==> src/rtl/core/ibc_pkg.sv <==
package ibc_pkg;

  // Sample and store geometry.
  localparam int SAMPLE_W      = 10;
  localparam int LOG2_LUMA     = 15;
  localparam int MAX_BLOCK_W   = 64;
  localparam int ROW_CAP       = 64;
  localparam int BLK_CAP       = (MAX_BLOCK_W < ROW_CAP) ? MAX_BLOCK_W : ROW_CAP;
  localparam int LOG2_CTU_MIN  = 5;
  localparam int LOG2_CTU_MAX  = 7;
  localparam int LOG2_BLK_MIN  = 2;
  localparam int LOG2_BLK_MAX  = 6;

  // Luma takes the lower half of the address space, Cb and Cr share the third quarter.
  localparam int STORE_DEPTH   = 3 << (LOG2_LUMA - 1);
  localparam int ADDR_W        = LOG2_LUMA + 1;
  localparam int XW            = LOG2_LUMA - LOG2_CTU_MIN;
  localparam int ROW_W         = LOG2_CTU_MAX;
  localparam int COL_W         = 6;
  localparam int CNT_W         = COL_W + 1;
  localparam int SHIFT_W       = $clog2(LOG2_LUMA + 1);

  // Request and component codes.
  localparam logic       REQ_WRITE = 1'b0;
  localparam logic       REQ_COPY  = 1'b1;
  localparam logic [1:0] COMP_Y    = 2'd0;
  localparam logic [1:0] COMP_CB   = 2'd1;
  localparam logic [1:0] COMP_CR   = 2'd2;
  localparam logic [1:0] COMP_NONE = 2'd3;

  typedef struct packed {
    logic                req_type;
    logic [1:0]          comp;
    logic [9:0]          ctb_col;
    logic [6:0]          pos_x;
    logic [6:0]          pos_y;
    logic [2:0]          log2_width;
    logic [2:0]          log2_height;
    logic [5:0]          row;
    logic [13:0]         mv_x;
    logic [13:0]         mv_y;
    logic [SAMPLE_W-1:0] sample_in;
  } in_item_t;

  typedef struct packed {
    logic                rd;
    logic                wr;
    logic [ADDR_W-1:0]   addr;
    logic [SAMPLE_W-1:0] wdata;
  } store_req_t;

  typedef struct packed {
    logic [SAMPLE_W-1:0] sample;
    logic [COL_W-1:0]    column;
    logic                last;
  } out_item_t;

  typedef struct packed {
    logic [1:0] count;
    logic       pop;
  } fifo_stat_t;

  // Maps a component, a row and a column to a word of the shared sample memory.
  function automatic logic [ADDR_W-1:0] store_addr(input logic [1:0]         comp,
                                                    input logic [SHIFT_W-1:0] lbw,
                                                    input logic [ROW_W-1:0]   r,
                                                    input logic [XW-1:0]      x);
    logic [LOG2_LUMA-1:0] idx;
    logic [ADDR_W-1:0]    a;
    idx = (LOG2_LUMA'(r) << lbw) | LOG2_LUMA'(x);
    case (comp)
      COMP_CB: a = {2'b10, 1'b0, idx[LOG2_LUMA-3:0]};
      COMP_CR: a = {2'b10, 1'b1, idx[LOG2_LUMA-3:0]};
      default: a = {1'b0, idx};
    endcase
    return a;
  endfunction

endpackage

==> src/rtl/core/ibc_out_fifo.sv <==
module ibc_out_fifo
  import ibc_pkg::*;
(
  input  logic                clk,
  input  logic                rst,
  input  logic                push,
  input  out_item_t           push_item,
  output fifo_stat_t          stat,
  output logic                out_valid,
  input  logic                out_stall,
  output logic [SAMPLE_W-1:0] sample_out,
  output logic [COL_W-1:0]    column,
  output logic                last
);

  out_item_t  slots [0:1];
  logic       wr_ptr;
  logic       rd_ptr;
  logic [1:0] count;
  logic       pop;

  assign out_valid  = (count != 2'd0);
  assign pop        = out_valid && !out_stall;
  assign stat.count = count;
  assign stat.pop   = pop;
  assign sample_out = slots[rd_ptr].sample;
  assign column     = slots[rd_ptr].column;
  assign last       = slots[rd_ptr].last;

  // Pointers and occupancy.
  always_ff @(posedge clk) begin
    if (rst) begin
      wr_ptr <= 1'b0;
      rd_ptr <= 1'b0;
      count  <= 2'd0;
    end else begin
      if (push) begin
        wr_ptr <= ~wr_ptr;
      end
      if (pop) begin
        rd_ptr <= ~rd_ptr;
      end
      count <= count + 2'(push) - 2'(pop);
    end
  end

  // Item storage.
  always_ff @(posedge clk) begin
    if (push) begin
      slots[wr_ptr] <= push_item;
    end
  end

endmodule

==> config.mk <==
export PLATFORM = sky130hd
export DESIGN_NAME = ibc_out_fifo
export DESIGN_NICKNAME = d
export VERILOG_FILES = /design/src/rtl/core/ibc_pkg.sv /design/src/rtl/core/ibc_out_fifo.sv
export SDC_FILE = /design/constraint.sdc
export NUM_CORES = 1
export LEC_CHECK = 0
export BUFFER_PORTS_ARGS = -buffer_cell sky130_fd_sc_hd__buf_4
export CORE_ASPECT_RATIO = 2
export CORE_MARGIN = 8
export CORE_UTILIZATION = 31
export DETAILED_ROUTE_END_ITERATION = 16
export GPL_ROUTABILITY_DRIVEN = 0
export GPL_TIMING_DRIVEN = 1
export PLACE_DENSITY = 0.54
export SLEW_MARGIN = 5
export SYNTH_ARGS = -nofsm -noshare
export SYNTH_HDL_FRONTEND = slang
export SYNTH_SLANG_ARGS = --single-unit
==> constraint.sdc <==
create_clock -name clk -period 1.8 [get_ports clk]
set_input_delay 0.09 -clock clk [delete_from_list [all_inputs] [get_ports clk]]
set_output_delay 0.09 -clock clk [all_outputs]
set_load 0.02 [all_outputs]
==> impl_metrics.yaml <==
status:
  status: "complete, no violations"
setup_path:
  worstPathMaxFanout: 17
  path_cells: "buf_4 > mux2_2 > buf_4"
  critPathTopFamily: "buffers and inverters"
  worst-path-buf-inv: 2
  crit_path_max_incr_delay_ns: 0.39
  path_class: "flip-flop to output pin"
  cp_slowest_cell: "mux2_2"
  r2r_cells: 6
  endpoint_kind: "output pin"
  cpMostUsedCell: "buf_4"
  start_kind: "flip-flop"
  cp.depth: 3
  arrival_ns: 1.42
  crit_required_ns: 1.71
detailed_routing:
  wl_per_cell_um: 13.7
  drc: 0
  antenna_left: 0
  routed_wl_um: 2740
  drt_iter0_drc: 6
  viasPerCell: 4.17
  detail_route.first_pass.iterations: 3
  routed-via-count: 833
cts:
  numCtsBuffers: 5
  root_buffer: "clkbuf_8"
  clock-sinks: 39
  postCtsResizedCells: 0
  cts_tree: "done"
  insertion_delay_ns: 0.28
  path_clk_slew_ns: 0.07
  h-tree-depth: 2
  cts_buffer_depth: 2
  postCtsSetupBuffers: 0
global_routing:
  grt_max_degree: 18
  grt_use_total_pct: 7.75
  grt_pass1_vias: 978
  antenna_found_initial: 0
  grt_pass1_wl_um: 4460
  grt_overflow: 0
cells_and_area:
  final_nets: 165
  multi_input_area_sq_um: 365
  drive_above_1_share_pct: 49.0
  n_fill_cell: 433
  final_common_cell: "buf_4"
  syn_to_final_growth_pct: 42.7
  diodes: 0
  mostFrequentLayoutCells: "buf_4 (44), edfxtp_1 (34), dlygate4sd3_1 (18), mux2_4 (10), mux2_2 (7)"
  final-seq-area_sq_mm: 0.00112
sta:
  max_slew.worst_pin.slew_ns: 0.284
  tns_ns: 0
  rsz0062_at_grt: "no"
  setup_viol: 0
  max_freq_mhz: 662
  fin_skew_ns: 0.00206
  hold_violations: 0
  relSlewSlack_pct: 81.1
  slew_viol_final: 0
  period_minus_slack_ns: 1.51
  postLayoutSetupSlackWorst_ns: 0.289
  whs_ns: 0.0711
  period_share_pct: 83.9
logic_synthesis:
  syn_avg_cell_area_sq_um: 20.1
  yosys.area.top_type: "edfxtp_1"
  synth.area.top_cells: "edfxtp_1 (67%), mux2_4 (9.8%), dfxtp_1 (6.5%), mux2_2 (5.2%), ha_1 (1.6%)"
  yosysWarningCount: 0
  synth.distinct_cells: 18
  ys_ff_latch: 39
  synthCells: 76
  synth_top_area_share_pct: 66.7
  syn-cell-area_sq_mm: 0.00153
  synth_nets: 99
  ys_seq_area_share_pct: 73.3
die:
  rows: 36
  initial_core_util_pct: 31.7
  core-area_sq_mm: 0.00482
  fp.dieH_um: 115
  dieWidth_um: 65.7
  dieArea_sq_mm: 0.00758
  io_pins: 42
power_and_ir_drop:
  switching_share_pct: 27.0
  pwr-share-clk_pct: 25.7
  leakagePower_uw: 0.000892
  combPwrFrac_pct: 32.0
  p_switching_uw: 711
  intPower_uw: 1930
  p_per_area_mw_per_mm2: 1210
  vdd_drop_max_mv: 0.673
  pwr-share-seq_pct: 42.3
worst_hold_path:
  holdPathStages: 3
  hold_class: "primary input to flip-flop"
run:
  maxCapViolations: 0
placement:
  pre_cts_slack_ns: 0.367
  port_buffers: 41
==> path summary, 6_finish.rpt <==
kind              from        end  slack, ns
max reg2reg   count[1]   count[1]       0.34
min reg2reg     wr_ptr     wr_ptr       0.56
max          flip-flop  column[3]       0.29
min               push     wr_ptr       0.07
==> layer usage <==
| layer | track usage (%) | part of all wire, % |
|---|---|---|
| met3 | 2.54 | 6.9 |
| met2 | 14.2 | 54 |
| met1 | 7.23 | 36 |
| met5 | 0 | 0 |
| met4 | 3.96 | 2.3 |
==> area by class of cell <==
type	instances	share of cell area, %
inverters	2	0.344
multi-input cells	32	16.7
clock inverters	3	1.78
well taps	57	3.27
clock buffers	5	3.15
flip-flops and latches	39	51.3
repair buffers	62	23.4
==> worst reg2reg max path, cell delays in order, from the launching register on <==
cell	delay, ns
dfxtp_1	0.40
o21ba_1	0.24
ha_1	0.26
inv_1	0.06
ha_1	0.14
xnor3_1	0.22
nor2_1	0.08
==> stage by stage <==
| stage | area (sq um) | utilization, % | std cells | power [uW] |
|---|---|---|---|---|
| final | 2180 | 45.3 | 200 | 2640 |
| after global routing | 2180 | 45.3 | 200 | 2780 |
| after CTS | 2180 | 45.3 | 200 | 2680 |
| after detailed placement | 1900 | 39.3 | 174 | 1960 |
| after global placement | 1900 | 39.3 | 174 | 1940 |
| after floorplan | 1530 | - | 76 | 1700 |
==> logic make-up after synthesis <==
logic type,after synthesis,share of synthesized area [%]
buf+inv,5,3.03
xor+xnor,2,2.04
simple gates,8,2.94
compound gates,1,0.654
flops,39,73.3
fa+ha+maj,2,1.64
mux,19,16.4
==> power by group through the flow <==
stage	clock network [uW]	registers (uW)	logic (uW)
after floorplan	0	1150	544
after global placement	0	1130	811
after detailed placement	0	1140	826
after CTS	704	1120	861
after global routing	725	1130	926
final	677	1120	844
==> Yosys cell counts <==
library cell / number
edfxtp_1: 34
mux2_4: 10
mux2_2: 7
dfxtp_1: 5
nor2_1: 3
and2b_1: 2
ha_1: 2
inv_1: 2
mux2_1: 2
and2_1: 1
buf_12: 1
buf_4: 1
buf_6: 1
nor2b_1: 1
o21ba_1: 1
or2_2: 1
xnor2_1: 1
xnor3_1: 1
==> timing repair <==
action	4_1_cts	5_1_grt
endpoints found under the setup margin	0	0
hold buffers	18	0
hold endpoints to repair	36	0
==> sequential cells by signal, summed over array words and instances (netlist names), named ones only <==
register,flops
slots,34
rd_ptr,1
wr_ptr,1
count,2
Note: power is estimated with default switching activity, not from simulation.
